===== src/design/ewse_pkg.sv =====
// Shared types, constants and the build-time steering table for the wheel speed estimator.
`default_nettype none
package ewse_pkg;

   localparam int unsigned DEF_MAX_ANGLE_MILLIRAD = 524;
   localparam int unsigned DEF_STEER_SPAN         = 45;

   localparam int POS_W      = 7;
   localparam int SPEED_IN_W = 16;
   localparam int SPEED_W    = 25;
   localparam int RAD_W      = 16;
   localparam int TOL_W      = 24;
   localparam int U_W        = 20;   // 3s + 5.0, 3s + 5c and 5c
   localparam int W_W        = 21;   // 3t + 5.0
   localparam int NUM_W      = 44;   // divider numerators
   localparam int Q5_W       = 28;   // rounded product over 2^16, before the divide by five
   localparam int PROD_W     = 56;
   localparam int SUM_W      = 26;

   localparam logic [POS_W-1:0] CENTRE_POS = 7'd50;
   localparam logic [TOL_W-1:0] TOL_RESET  = 24'd256;

   localparam int unsigned ROUND_HALF   = 163840;        // half of 5 * 2^16
   localparam int unsigned Q16_SHIFT    = 16;
   localparam logic [27:0] DIV5_MUL     = 28'hCCCCCCD;   // ceil(2^30 / 5)
   localparam int unsigned DIV5_SHIFT   = 30;
   localparam int unsigned OUTER_SCALE  = 83886080;      // 256 * 5 * 2^16
   localparam int unsigned QUEUE_DEPTH  = 2;
   localparam int unsigned DIV_LATENCY  = SPEED_W + 2;
   localparam int unsigned BACK_STAGES  = 5;

   localparam logic [63:0] ONE30       = 64'd1 << 30;
   localparam logic [63:0] FIVE_Q16    = 64'd327680;
   localparam logic [63:0] RAD_NUM     = 64'd41943040;   // 2.5 in Q8.8 over a Q2.16 ratio
   localparam logic [63:0] RAD_MAX     = 64'd65535;
   localparam logic [63:0] TAN_MAX     = 64'h3FFFF;
   localparam logic [63:0] RAD_OUTER   = 64'd384;        // 1.5 in Q8.8

   typedef struct packed {
      logic [POS_W-1:0]      steering_position;
      logic [SPEED_IN_W-1:0] speed_front_left;
      logic [SPEED_IN_W-1:0] speed_front_right;
   } req_type;

   typedef struct packed {
      logic [SPEED_W-1:0] expect_front_left;
      logic [SPEED_W-1:0] expect_front_right;
      logic [SPEED_W-1:0] expect_rear_left;
      logic [SPEED_W-1:0] expect_rear_right;
      logic [RAD_W-1:0]   radius_inner_front;
      logic [RAD_W-1:0]   radius_outer_front;
      logic [RAD_W-1:0]   radius_inner_rear;
      logic [RAD_W-1:0]   radius_outer_rear;
      logic               outer_slipping;
      logic               turn_high_side;
   } rsp_type;

   typedef struct packed {
      logic [U_W-1:0]   u;     // 3s + 5.0
      logic [U_W-1:0]   v;     // 3s + 5c
      logic [W_W-1:0]   w;     // 3t + 5.0
      logic [U_W-1:0]   c5;    // 5c
      logic [RAD_W-1:0] rad_if;
      logic [RAD_W-1:0] rad_of;
      logic [RAD_W-1:0] rad_ir;
      logic [RAD_W-1:0] rad_or;
   } rom_type;

   typedef struct packed {
      logic                  high;
      logic [SPEED_IN_W-1:0] inner;
      logic [SPEED_IN_W-1:0] outer;
      rom_type               rom;
   } item_type;

   typedef struct packed {
      logic                  high;
      logic                  slip;
      logic [SPEED_W-1:0]    expect_outer;
      logic [SPEED_IN_W-1:0] inner;
      logic [RAD_W-1:0]      rad_if;
      logic [RAD_W-1:0]      rad_of;
      logic [RAD_W-1:0]      rad_ir;
      logic [RAD_W-1:0]      rad_or;
   } side_type;

   // Shift-subtract division for table generation; a zero divisor gives all ones.
   function automatic logic [63:0] cdiv(input logic [63:0] n, input logic [63:0] d);
      logic [63:0] q;
      logic [64:0] r;
      int          i;
      q = '0;
      r = '0;
      for (i = 63; i >= 0; i--) begin
         r = {r[63:0], n[i]};
         if (r >= {1'b0, d}) begin
            r    = r - {1'b0, d};
            q[i] = 1'b1;
         end
      end
      return q;
   endfunction

   function automatic logic [63:0] cdiv_round(input logic [63:0] n, input logic [63:0] d);
      return cdiv(n + (d >> 1), d);
   endfunction

   // Truncating Taylor series in Q.30, sine when odd is set
   function automatic logic [63:0] taylor30(input logic [63:0] x, input logic odd);
      logic [63:0] term;
      logic [63:0] n;
      longint      sum;
      int          i;
      term = odd ? x : ONE30;
      sum  = longint'(term);
      n    = odd ? 64'd1 : 64'd0;
      for (i = 1; i <= 14; i++) begin
         term = (term * x) >> 30;
         term = (term * x) >> 30;
         term = cdiv(term, (n + 64'd1) * (n + 64'd2));
         n    = n + 64'd2;
         if (i[0])
            sum = sum - longint'(term);
         else
            sum = sum + longint'(term);
      end
      return (sum < 0) ? 64'd0 : 64'(sum);
   endfunction

   function automatic rom_type rom_entry(input int unsigned k, input int unsigned max_mrad,
                                         input int unsigned span);
      rom_type     e;
      logic [63:0] x;
      logic [63:0] s30;
      logic [63:0] c30;
      logic [63:0] s;
      logic [63:0] c;
      logic [63:0] t;
      logic [63:0] r0;
      logic [63:0] r2;
      x   = cdiv_round(64'(max_mrad) * 64'(k) * ONE30, 64'd1000 * 64'(span));
      s30 = taylor30(x, 1'b1);
      c30 = taylor30(x, 1'b0);
      s   = (s30 + 64'd8192) >> 14;
      c   = (c30 + 64'd8192) >> 14;
      t   = cdiv_round(s30 << 16, c30);
      if (t > TAN_MAX)
         t = TAN_MAX;
      e.u  = U_W'(64'd3 * s + FIVE_Q16);
      e.v  = U_W'(64'd3 * s + 64'd5 * c);
      e.w  = W_W'(64'd3 * t + FIVE_Q16);
      e.c5 = U_W'(64'd5 * c);
      if (k == 0) begin
         e.rad_if = '0;
         e.rad_of = '0;
         e.rad_ir = '0;
         e.rad_or = '0;
      end else begin
         r0 = cdiv_round(RAD_NUM, s);
         r2 = cdiv_round(RAD_NUM, t);
         if (r0 > RAD_MAX)
            r0 = RAD_MAX;
         if (r2 > RAD_MAX)
            r2 = RAD_MAX;
         e.rad_if = RAD_W'(r0);
         e.rad_ir = RAD_W'(r2);
         e.rad_of = RAD_W'((r0 + RAD_OUTER > RAD_MAX) ? RAD_MAX : r0 + RAD_OUTER);
         e.rad_or = RAD_W'((r2 + RAD_OUTER > RAD_MAX) ? RAD_MAX : r2 + RAD_OUTER);
      end
      return e;
   endfunction

endpackage
`default_nettype wire


===== src/design/ewse_queue.sv =====
// Short register queue between the front end and the arithmetic back end.
`default_nettype none
module ewse_queue
   import ewse_pkg::*;
#(
   parameter int WIDTH = $bits(item_type),
   parameter int DEPTH = QUEUE_DEPTH
) (
   input  logic             clock,
   input  logic             reset,
   input  logic             push,
   input  logic [WIDTH-1:0] push_data,
   output logic             full,
   input  logic             pop,
   output logic [WIDTH-1:0] pop_data,
   output logic             empty
);

   localparam int PTR_W = (DEPTH > 1) ? $clog2(DEPTH) : 1;
   localparam int CNT_W = $clog2(DEPTH + 1);

   logic [WIDTH-1:0] mem_ff [DEPTH];
   logic [PTR_W-1:0] wr_ptr_ff, wr_ptr_in;
   logic [PTR_W-1:0] rd_ptr_ff, rd_ptr_in;
   logic [CNT_W-1:0] cnt_ff, cnt_in;

   always_comb begin
      wr_ptr_in = wr_ptr_ff;
      rd_ptr_in = rd_ptr_ff;
      if (push)
         wr_ptr_in = (wr_ptr_ff == PTR_W'(DEPTH - 1)) ? '0 : wr_ptr_ff + 1'b1;
      if (pop)
         rd_ptr_in = (rd_ptr_ff == PTR_W'(DEPTH - 1)) ? '0 : rd_ptr_ff + 1'b1;
      cnt_in = cnt_ff + CNT_W'(push) - CNT_W'(pop);
   end

   always_ff @(posedge clock) begin
      if (reset) begin
         wr_ptr_ff <= '0;
         rd_ptr_ff <= '0;
         cnt_ff    <= '0;
      end else begin
         wr_ptr_ff <= wr_ptr_in;
         rd_ptr_ff <= rd_ptr_in;
         cnt_ff    <= cnt_in;
      end
   end

   always_ff @(posedge clock) begin
      if (push)
         mem_ff[wr_ptr_ff] <= push_data;
   end

   assign pop_data = mem_ff[rd_ptr_ff];
   assign full     = cnt_ff == CNT_W'(DEPTH);
   assign empty    = cnt_ff == '0;

endmodule
`default_nettype wire


===== config.mk =====
export PLATFORM = sky130hd
export DESIGN_NAME = ewse_queue
export DESIGN_NICKNAME = d
export VERILOG_FILES = /design/src/design/ewse_pkg.sv /design/src/design/ewse_queue.sv
export SDC_FILE = /design/constraint.sdc
export NUM_CORES = 1
export LEC_CHECK = 0
export BUFFER_PORTS_ARGS = -buffer_cell sky130_fd_sc_hd__buf_2
export CORE_MARGIN = 3
export CORE_UTILIZATION = 55
export CTS_CLUSTER_DIAMETER = 30
export DETAILED_ROUTE_END_ITERATION = 10
export PLACE_DENSITY = 0.93
export SYNTH_ARGS = -nofsm -noshare
export SYNTH_HDL_FRONTEND = slang
export SYNTH_SLANG_ARGS = --single-unit

===== constraint.sdc =====
create_clock -name clock -period 13.9 [get_ports clock]
set_input_delay 1.39 -clock clock [delete_from_list [all_inputs] [get_ports clock]]
set_output_delay 1.39 -clock clock [all_outputs]
set_load 0.03 [all_outputs]

# == Word level (Yosys, flattened, before mapping) ==
# Memory sizes are Yosys's and may differ from the RTL's. A register that Yosys moved wholly into a read port is not among the register bits.
# Index checks and enable logic that the tools add are counted.
# word_totals
register_bits,4
ram_bits,356
input_bits,182
output_inout_bits,180
elab_cells,16
memories,1
# memory_table
name,depth,word_bits,read_ports,rd_ports_with_merged_regs,wr,line,rtl
mem_ff,2,178,1,1,1,ewse_queue.sv:22,logic [WIDTH-1:0] mem_ff [DEPTH];
# op_classes
add_sub_neg,4
n_eq_ne,1
mux,6
n_reduce_logical,1
# ops
op,n
$mux W1,6
$add A1 B1 Y1 const B,2
$add A2 B1 Y2,1
$eq A2 B2 Y1 const B,1
$logic_not A2 Y1,1
$sub A2 B1 Y2,1

# == Depth between registers and ports, before layout ==
# Gate-level depths: netlist of the first run.
# depth
ltp_word,4
ltp_mapped,6
ltp_nobuf,6

# == Least setup slack after synthesis of the first run ==
# OpenSTA, ideal clock, no wires.
# synth_path
path_type,in2reg
from,input push
to,memory mem_ff[0][0] (netlist bit) (enable)
t_arrival_ns,9.074
t_required_ns,13.160
setup_slack_ns,4.086
stages,1
n_path_buf,0
path_cell_list,nor2b_1
# synth_between
elab_chain_cells,2
# synth_rtl
element,line,rtl
start: declaration,ewse_queue.sv:11,"input logic push,"
$mux W1,ewse_queue.sv:50,if (push)
$mux W1 (not written as such),ewse_queue.sv:51,mem_ff[wr_ptr_ff] <= push_data;
end: declaration,ewse_queue.sv:22,
# Every way passes these cells.

==> qor.csv, run 1 <==
stage,metric,value,unit
power_and_ir_drop,ir_worst_vdd,143.6,uV
clocking,ctsResizeCount,0,
timing,max_slew.worst_pin.slew,1.105,ns
timing,setup_viol,0,
synth,synth_seq_cells,361,
flow_run,maxCapViolCount,0,
placement,portBuffers,361,
global_routing,grt_use_met3,6.205,%
route,avgViaCountPerCell,5.195,
clocking,cts_tree,built,
floorplanning,rows,56,
floorplanning,dieWidth,162.6,microns
critical_path,crit_required,12.51,ns
critical_path,cp-start-kind,register,
critical_path,r2r-start,wr_ptr_ff,
synth,yosysWarnings,0,
clocking,clk-insertion-delay-late,0.54,ns
route,wire_per_inst,20.87,microns
synth,synth_top_cell_by_area,edfxtp_1,
power_and_ir_drop,p_per_area,173.0,nW/um^2
clocking,numCtsBuffers,54,
timing,period_share,31.81,%
synth,syn_inst,575,
critical_path,r2r_cells,2,
critical_path,crit_path_end_kind,primary output,
global_routing,grt_util_all_layers,20.91,%
critical_path,endpoint,pop_data[81],
layout,fin_nets,1162,
timing,maxSlewViolCount,0,
clocking,cts_num_sinks,361,
critical_path,reg2reg_slack,11.32,ns
timing,relSlewSlack,26.34,%
floorplanning,fp.coreArea,23750,sq um
layout,drive_gt1_share,62.13,%
global_routing,antenna_found_initial,4,
layout,syn_to_final_growth,29.05,%
power_and_ir_drop,p_leak,6.826,nW
synth,yosys.area.top_type_share,79.28,%
clocking,hold_buffers,0,
synth,synthTopCellsByArea,"edfxtp_1 (79%), mux2_4 (11%), mux2_2 (6.4%)",
timing,fin_skew,0.01458,ns
timing,max_clock_freq,0.2262,GHz
critical_path,arrival,3.03,ns
synth,synth_fp_nets,759,
synth,synth_area,13480,sq um
clocking,cts_setup_buffers,0,
route,antenna_left,0,
global_routing,overflow,0,
synth,synth_cell_types,13,
worst_hold_path,min_path_cells,2,
synth,ys_seq_area_share,80.02,%
clocking,h-tree-depth,2,
global_routing,use_met2,36.68,%
layout,fin_area,17400,sq um
clocking,path_clk_slew,0.05,ns
floorplanning,die_height,162.6,microns
route,post-route-drc-count,0,
route,routed_wl,28070,microns
global_routing,grt.busiest_layer,met2,
placement,hpwl,18510,microns
floorplanning,dieArea,26430,sq um
critical_path,criticalPathCategory,reg -> out,
route,drt_first_pass_iters,4,
run_status,status,finished clean,
route,vias,6987,
timing,rsz0062_at_grt,false,
global_routing,grt_max_degree,79,
critical_path,path_max_fanout,66,
global_routing,use_met1,24.17,%
clocking,clk_path_buf_depth,3,
placement,dpl_cell_area,15550,sq um
worst_hold_path,hold_class,reg -> reg,
synth,synth.avg_cell_area,23.45,sq um
global_routing,grt_pass1_vias,7575,
timing,min_period,4.422,ns
route,drtIter0Drc,460,
critical_path,reg2reg_to,mem_ff[0][60],
clocking,root_buffer,clkbuf_16,
placement,globalplace.congestion,0.7344,
timing,totalNegativeSetupSlack,0,ns
floorplanning,io-pin-count,362,
floorplanning,start_util,56.77,%
timing,hold_violations,0,
global_routing,grt_pass1_wl,42210,microns
## layout make-up
class                           count  area (sq um)
Multi-Input combinational cell    192          2502
Inverter                            2         7.507
Antenna cell                        4         10.01
Timing Repair Buffer              367          1852
Fill cell                        1336          6351
Tap cell                          319         399.1
Clock buffer                       60          1395
Sequential cell                   361         10790
Clock inverter                     40         441.7
## sequential cells by signal, summed over array words and instances, names as in the netlist, named ones only
register   flops
mem_ff       356
wr_ptr_ff      1
cnt_ff         2
rd_ptr_ff      1
## layer usage
metal / wire, microns / share of wire [%] / up-vias
met3: 2287 / 8.1 / 73
met2: 14660 / 52 / 369
li1: - / - / 3133
met1: 10080 / 36 / 3410
met4: 1033 / 3.7 / 2
met5: 13 / 0.046 / -
## critical path, stage by stage (launching register included)
cell	delay, ns
dfxtp_4	0.93
buf_4	0.94
mux2_4	0.37
buf_2	0.18
## worst min-delay path by stage
stage,to,start
after floorplan,register,rd_ptr_ff
after global placement,rd_ptr_ff,rd_ptr_ff
after detailed placement,register,rd_ptr_ff
after CTS,rd_ptr_ff,rd_ptr_ff
after global routing,rd_ptr_ff,rd_ptr_ff
final,rd_ptr_ff,rd_ptr_ff
## where the power goes
group | switching (W) | internal (W) | total [W]
clock network | 0.000464 | 0.000873 | 0.00134
registers | 0.0000256 | 0.00127 | 0.00130
logic | 0.000232 | 0.000141 | 0.000373
total | 0.000722 | 0.00229 | 0.00301
## kinds of logic after synthesis
| family | Yosys count | synth area share [%] |
|---|---|---|
| adder cells (fa/ha/maj) | 2 | 0.1856 |
| flip-flops | 361 | 80.02 |
| multiplexers | 178 | 17.68 |
| AND/OR/NAND/NOR | 9 | 0.3248 |
| XOR/XNOR | 3 | 0.2969 |
| buffers and inverters | 22 | 1.494 |
## layout by cell type (no fill, tap or decap)
cell | synthesis | routed
nor2_1 | 5 | 5
nor2b_4 | 0 | 1
xnor3_1 | 1 | 1
ha_1 | 2 | 2
buf_4 | 0 | 6
dfxtp_1 | 5 | 4
clkbuf_1 | 0 | 5
buf_2 | 5 | 361
clkinv_4 | 0 | 5
nor2b_1 | 3 | 2
mux2_2 | 77 | 77
xnor2_1 | 2 | 2
dfxtp_4 | 0 | 1
inv_6 | 0 | 4
bufinv_16 | 0 | 8
mux2_4 | 101 | 101
clkinvlp_4 | 0 | 7
and2_4 | 0 | 1
clkinv_2 | 0 | 8
diode_2 | 0 | 4
edfxtp_1 | 356 | 356
clkinv_1 | 0 | 8
clkbuf_16 | 0 | 55
inv_1 | 2 | 2
## per-stage QoR
step / total power [W] / utilization (%) / hold slack (ns) / worst slack [ns] / cells
floorplan: 0.001593 / - / 0.4799 / 4.086 / 575
global placement: 0.001679 / 65.49 / 0.4950 / 10.02 / 1241
detailed placement: 0.001694 / 65.49 / 0.5433 / 9.987 / 1241
CTS: 0.003033 / 73.22 / 0.5540 / 9.413 / 1341
global route: 0.003106 / 73.25 / 0.5788 / 9.284 / 1344
finish: 0.003011 / 73.26 / 0.5527 / 9.478 / 1345
## cells in the mapped netlist (all sizes together)
library cell and number:
and2 1, buf 20, dfxtp 5, edfxtp 356, ha 2, inv 2, mux2 178, nor2 5
nor2b 3, xnor2 2, xnor3 1
Note: power is estimated with default switching activity, not from simulation.
==> run 2: changes to the inputs <==
CORE_UTILIZATION = 52   (was 55)
PLACE_DENSITY = 0.89   (was 0.93)
clock period = 4.3 ns   (was 13.9 ns; I/O delays follow)
==> run 2 against run 1 <==
Net effect: critical path depth did not move; clock skew rose by 0.0030 ns; first-iteration DRC count rose by 17%; via count rose by 0.66%; final area rose by 0.76%; largest power group unchanged; sequential cell count did not move; non-clock buffer count rose by 3; count of clock-buffer cells in the layout fell by 1; sequential share of layout area fell by 0.47 points; power rose to 3.2 times the previous value; final cell count rose by 1.3%.
==> qor.csv, run 2 (synthesized netlist as in run 1, its figures left out) <==
stage,metric,value,unit,change
route,drtIter0Drc,540,,+17%
global_routing,grt_max_degree,100,,+27%
floorplanning,dieArea,27900,sq um,+5.5%
clocking,cts_num_sinks,361,,unchanged
run_status,status,finished clean,,
critical_path,cp-start-kind,register,,
critical_path,path_max_fanout,56,,-15%
clocking,numCtsBuffers,56,,+3.7%
route,avgViaCountPerCell,5.160,,-0.67%
floorplanning,die_height,167.0,microns,+2.7%
clocking,ctsResizeCount,0,,unchanged
critical_path,criticalPathCategory,reg -> out,,
route,vias,7033,,+0.66%
placement,post-place-ws,1.784,ns,-8.203 ns
layout,syn_to_final_growth,30.04,%,
route,wl_met2,14760,microns,+0.72%
clocking,path_clk_slew,0.05,ns,about the same
timing,hold_violations,0,,unchanged
layout,drive_gt1_share,62.26,%,+0.12 points
critical_path,crit_required,3.87,ns,-8.64 ns
clocking,hold_buffers,0,,unchanged
global_routing,grt_util_all_layers,19.80,%,-1.1 points
critical_path,arrival,2.62,ns,-0.41 ns
placement,hpwl,18560,microns,+0.26%
clocking,cts_setup_buffers,0,,unchanged
timing,max_clock_freq,0.3280,GHz,
layout,fillers,1575,,+18%
power_and_ir_drop,p_leak,6.874,nW,+0.70%
clocking,h-tree-depth,2,,unchanged
route,routed_wl,28320,microns,+0.88%
power_and_ir_drop,ir_worst_vdd,476.8,uV,+230%
global_routing,grt_pass1_wl,42890,microns,+1.6%
layout,fin_util,69.23,%,-4.0 points
placement,dpl_cell_area,15640,sq um,+0.56%
placement,portBuffers,361,,unchanged
global_routing,antenna_found_initial,9,,+5
clocking,cts_tree,built,,
route,top_layer_used,met5,,
route,wire_per_inst,20.78,microns,-0.45%
power_and_ir_drop,p_per_area,557.4,nW/um^2,+220%
layout,fin_nets,1167,,+0.43%
timing,rsz0062_at_grt,false,,
power_and_ir_drop,total_power,0.009774,W,+220%
route,drt_first_pass_iters,4,,unchanged
clocking,root_buffer,clkbuf_16,,
timing,relSlewSlack,27.24,%,+0.91 points
floorplanning,rows,58,,+3.6%
route,dr_wl_met3,2536,microns,+11%
layout,largest_reg_flops,356,,unchanged
layout,reg.largest.list,"mem_ff: 356 flops, cnt_ff: 2 flops",,
floorplanning,dieWidth,167.0,microns,+2.7%
floorplanning,io-pin-count,362,,unchanged
timing,fin_ws,1.251,ns,-8.227 ns
layout,fin_area,17530,sq um,+0.76%
floorplanning,start_util,53.24,%,-3.5 points
global_routing,grt_pass1_vias,7657,,+1.1%
layout,layout_commonest_cell,buf_2,,
timing,setup_viol,0,,unchanged
floorplanning,fp.coreArea,25330,sq um,+6.6%
clocking,clk-insertion-delay-late,0.55,ns,about the same
timing,max_slew.worst_pin.slew,1.091,ns,-0.01362 ns
route,post-route-drc-count,0,,unchanged
critical_path,crit_path_end_kind,primary output,,
layout,most-common-layout-cells,"buf_2 (361), edfxtp_1 (356), mux2_4 (101)",,
placement,globalplace.congestion,0.8059,,+9.7%
timing,min_period,3.049,ns,
timing,fin_skew,0.01753,ns,+0.002951 ns
flow_run,maxCapViolCount,0,,unchanged
route,wl_met1,9935,microns,-1.4%
worst_hold_path,hold_class,in -> reg,,
timing,period_share,70.90,%,
route,antenna_left,0,,unchanged
timing,totalNegativeSetupSlack,0,ns,unchanged
timing,maxSlewViolCount,0,,unchanged
clocking,clk_path_buf_depth,3,,unchanged
layout,regMostFlops,mem_ff,,
global_routing,overflow,0,,unchanged
==> run 2: per-layer routing <==
metal	up-vias	track usage [%]
met1	3438	21.94
met5	-	0
met2	369	35.03
met4	8	8.286
met3	82	6.622
li1	3136	-
==> run 2: layout make-up <==
type                            instances  area [sq um]  share of cell area [%]
Tap cell                              330         412.9                   2.355
Multi-Input combinational cell        192          2502                   14.27
Antenna cell                            5         12.51                 0.07136
Sequential cell                       361         10790                   61.56
Inverter                                2         7.507                 0.04281
Timing Repair Buffer                  370          1924                   10.97
Clock inverter                         44         467.9                   2.669
Clock buffer                           59          1413                   8.056
==> run 2: worst paths after layout <==
check	start	end	slack (ns)	cells after the start
min reg2reg	rd_ptr_ff	register	0.54	2
min	push_data[177]	mem_ff[1][177]	0.06	1
max reg2reg	wr_ptr_ff	mem_ff[1][85]	2.31	2
max	register	pop_data[10]	1.25	3
==> run 2: power breakdown <==
group	internal, W	switching (W)
logic	0.000462	0.000753
clock network	0.00277	0.00159
registers	0.00412	0.0000810
==> run 2: critical path, stage by stage, from the launching register on <==
cell and delay, ns:
dfxtp_4 0.93, buf_4 0.51, mux2_2 0.40, buf_2 0.18
==> run 2: through the flow <==
stage                     hold slack, ns  cells
after floorplan                   0.4799    575
after global placement            0.4906   1255
after detailed placement          0.5144   1255
after CTS                        0.03609   1358
after global routing             0.03595   1363
final                            0.05608   1363
==> run 3: changes to the inputs <==
clock period = 3 ns   (was 4.3 ns; I/O delays follow)
==> run 3 against run 2 <==
Net effect: clock skew is 0.0037 ns lower; sequential cell count unchanged; non-clock buffer count is 178 higher; worst setup slack lost 0.74 ns; worst hold slack gained 0.0092 ns; die area did not move; largest cell class unchanged; sequential share of layout area decreased by 5.7 points.
==> qor.csv, run 3 (synthesized netlist as in run 1, its figures left out) <==
stage,metric,value,unit,change
critical_path,cp_slowest_cell,dfxtp_4,,
clocking,path_clk_slew,0.06,ns,about the same
critical_path,r2r_cells,2,,unchanged
clocking,clk_path_buf_depth,3,,unchanged
critical_path,cp.depth,3,,unchanged
route,antenna_left,0,,unchanged
worst_hold_path,hold_class,in -> reg,,
layout,most-common-layout-cells,"buf_2 (361), edfxtp_1 (356), dlygate4sd3_1 (179)",,
worst_hold_path,hp-start,push,,
power_and_ir_drop,p_leak,7.633,nW,+11%
placement,globalplace.congestion,0.8122,,+0.78%
layout,regMostFlops,mem_ff,,
layout,drive_gt1_share,53.60,%,-8.7 points
clocking,cts_setup_buffers,0,,unchanged
timing,relSlewSlack,57.67,%,+30 points
power_and_ir_drop,p_sw_share,25.78,%,+1.0 points
critical_path,crit_family,flip-flops,,
global_routing,grt_pass1_wl,49940,microns,+16%
critical_path,crit_path_end_kind,primary output,,
layout,layout_commonest_cell,buf_2,,
critical_path,criticalPathCategory,reg -> out,,
clocking,hold_buffers,179,,+179
critical_path,critPathMaxStageDelay,0.61,ns,-0.32 ns
critical_path,path_max_fanout,60,,+7.1%
timing,max_slew.worst_pin.slew,0.6349,ns,-0.4564 ns
timing,setup_viol,0,,unchanged
layout,register_area,10800,sq um,about the same
placement,placedCellCount,1254,,-0.080%
power_and_ir_drop,seqPwrFrac,42.1,%,-0.9 points
layout,syn_to_final_growth,43.37,%,
clocking,numCtsBuffers,56,,unchanged
floorplanning,io-pin-count,362,,unchanged
critical_path,reg2reg_to,mem_ff[1][159],,
layout,fin_util,76.33,%,+7.1 points
placement,portBuffers,361,,unchanged
critical_path,crit_chain,buf_12 > mux2_4 > buf_2,,
placement,hpwl,17900,microns,-3.5%
critical_path,r2r-start,wr_ptr_ff,,
global_routing,antenna_found_initial,2,,-7
layout,fin_nets,1345,,+15%
timing,min_period,2.491,ns,
floorplanning,fp.coreArea,25330,sq um,unchanged
route,post-route-drc-count,0,,unchanged
flow_run,maxCapViolCount,0,,unchanged
clocking,cts_num_sinks,361,,unchanged
layout,reg.largest.list,"mem_ff: 356 flops, cnt_ff: 2 flops",,
power_and_ir_drop,p_per_area,737.2,nW/um^2,+32%
worst_hold_path,min_path_cells,3,,+2
layout,instances_no_fill,1538,,+13%
route,drt_first_pass_iters,5,,+1
route,avgViaCountPerCell,5.131,,-0.55%
global_routing,grt_max_degree,115,,+15%
critical_path,reg2reg_slack,1.38,ns,-0.93 ns
route,drtIter0Drc,470,,-13%
run_status,status,finished clean,,
clocking,root_buffer,clkbuf_16,,
power_and_ir_drop,p_switching,0.003674,W,+52%
timing,period_share,83.05,%,
global_routing,grt_util_all_layers,22.93,%,+3.1 points
timing,max_clock_freq,0.4014,GHz,
power_and_ir_drop,p_int,0.01058,W,+44%
layout,largest_reg_flops,356,,unchanged
route,wire_per_inst,21.17,microns,+1.9%
critical_path,cp-start-kind,register,,
floorplanning,die_height,167.0,microns,unchanged
timing,totalNegativeSetupSlack,0,ns,unchanged
worst_hold_path,hold-path-endpoint,wr_ptr_ff,,
clocking,clk-insertion-delay-late,0.54,ns,about the same
power_and_ir_drop,p_clk_share,43.9,%,-0.7 points
power_and_ir_drop,ir_worst_vdd,705.9,uV,+48%
power_and_ir_drop,p_comb_share,13.9,%,+1.5 points
critical_path,crit_required,2.70,ns,-1.17 ns
timing,rsz0062_at_grt,false,,
timing,hold_violations,0,,unchanged
global_routing,overflow,0,,unchanged
global_routing,grt_pass1_vias,8777,,+15%
layout,multiInputGateArea,2502,sq um,unchanged
critical_path,worst-path-buf-inv,2,,unchanged
clocking,cts_tree,built,,
route,vias,7892,,+12%
route,routed_wl,32570,microns,+15%
critical_path,arrival,2.19,ns,-0.43 ns
clocking,ctsResizeCount,0,,unchanged
clocking,h-tree-depth,2,,unchanged
floorplanning,rows,58,,unchanged
floorplanning,dieWidth,167.0,microns,unchanged
floorplanning,dieArea,27900,sq um,unchanged
timing,fin_skew,0.01385,ns,-0.003676 ns
timing,maxSlewViolCount,0,,unchanged
layout,fillers,1275,,-19%
floorplanning,start_util,53.24,%,unchanged
## run 3: cell types whose count changed in the layout (fill, tap and decap cells not counted), sizes merged
cell	previous run	this run
diode	5	1
clkinv	25	20
bufinv	6	3
clkbuf	59	60
dlygate4sd3	0	179
buf	370	369
inv	9	17
## run 3: how the worst max path moves through the flow
stage | slack [ns] | to
floorplan | -0.40 | mem_ff[0][0]
global placement | 1.12 | pop_data[30]
detailed placement | 1.08 | pop_data[17]
CTS | 0.50 | pop_data[12]
global route | 0.42 | pop_data[17]
finish | 0.51 | pop_data[112]
## run 3: worst min-delay path, stage by stage
cell and delay [ns]:
buf_2 0.14, xnor2_1 0.07, nor2_1 0.07
## run 3: layout make-up
class,count,share of cell area (%)
Antenna cell,1,0.01294
Clock buffer,60,7.546
Clock inverter,44,2.103
Inverter,2,0.03883
Multi-Input combinational cell,192,12.94
Sequential cell,361,55.84
Tap cell,330,2.136
Timing Repair Buffer,548,19.38
## run 3: per-layer routing
metal,up-vias,wire length (microns),GRT usage (%)
li1,3491,-,-
met4,2,1148,8.250
met5,-,11,0
met3,82,2221,6.005
met2,391,17430,41.61
met1,3926,11760,26.19
## run 3: power groups by stage
stage | Combinational, W | Clock, W | Sequential [W]
floorplan | 0.00126 | 0 | 0.00607
global placement | 0.00173 | 0 | 0.00607
detailed placement | 0.00176 | 0 | 0.00609
CTS | 0.00197 | 0.00628 | 0.00600
global route | 0.00208 | 0.00660 | 0.00603
finish | 0.00199 | 0.00626 | 0.00600
## run 3: per-stage QoR
stage / area, sq um / setup slack [ns] / power, W / hold WS (ns)
finish: 19330 / 0.5086 / 0.01425 / 0.06532
global route: 19330 / 0.4241 / 0.01470 / 0.06179
CTS: 19330 / 0.4961 / 0.01425 / 0.02353
detailed placement: 15670 / 1.076 / 0.007858 / 0.4909
global placement: 15670 / 1.118 / 0.007799 / 0.4873
floorplan: 13500 / -0.4008 / 0.007325 / 0.3650
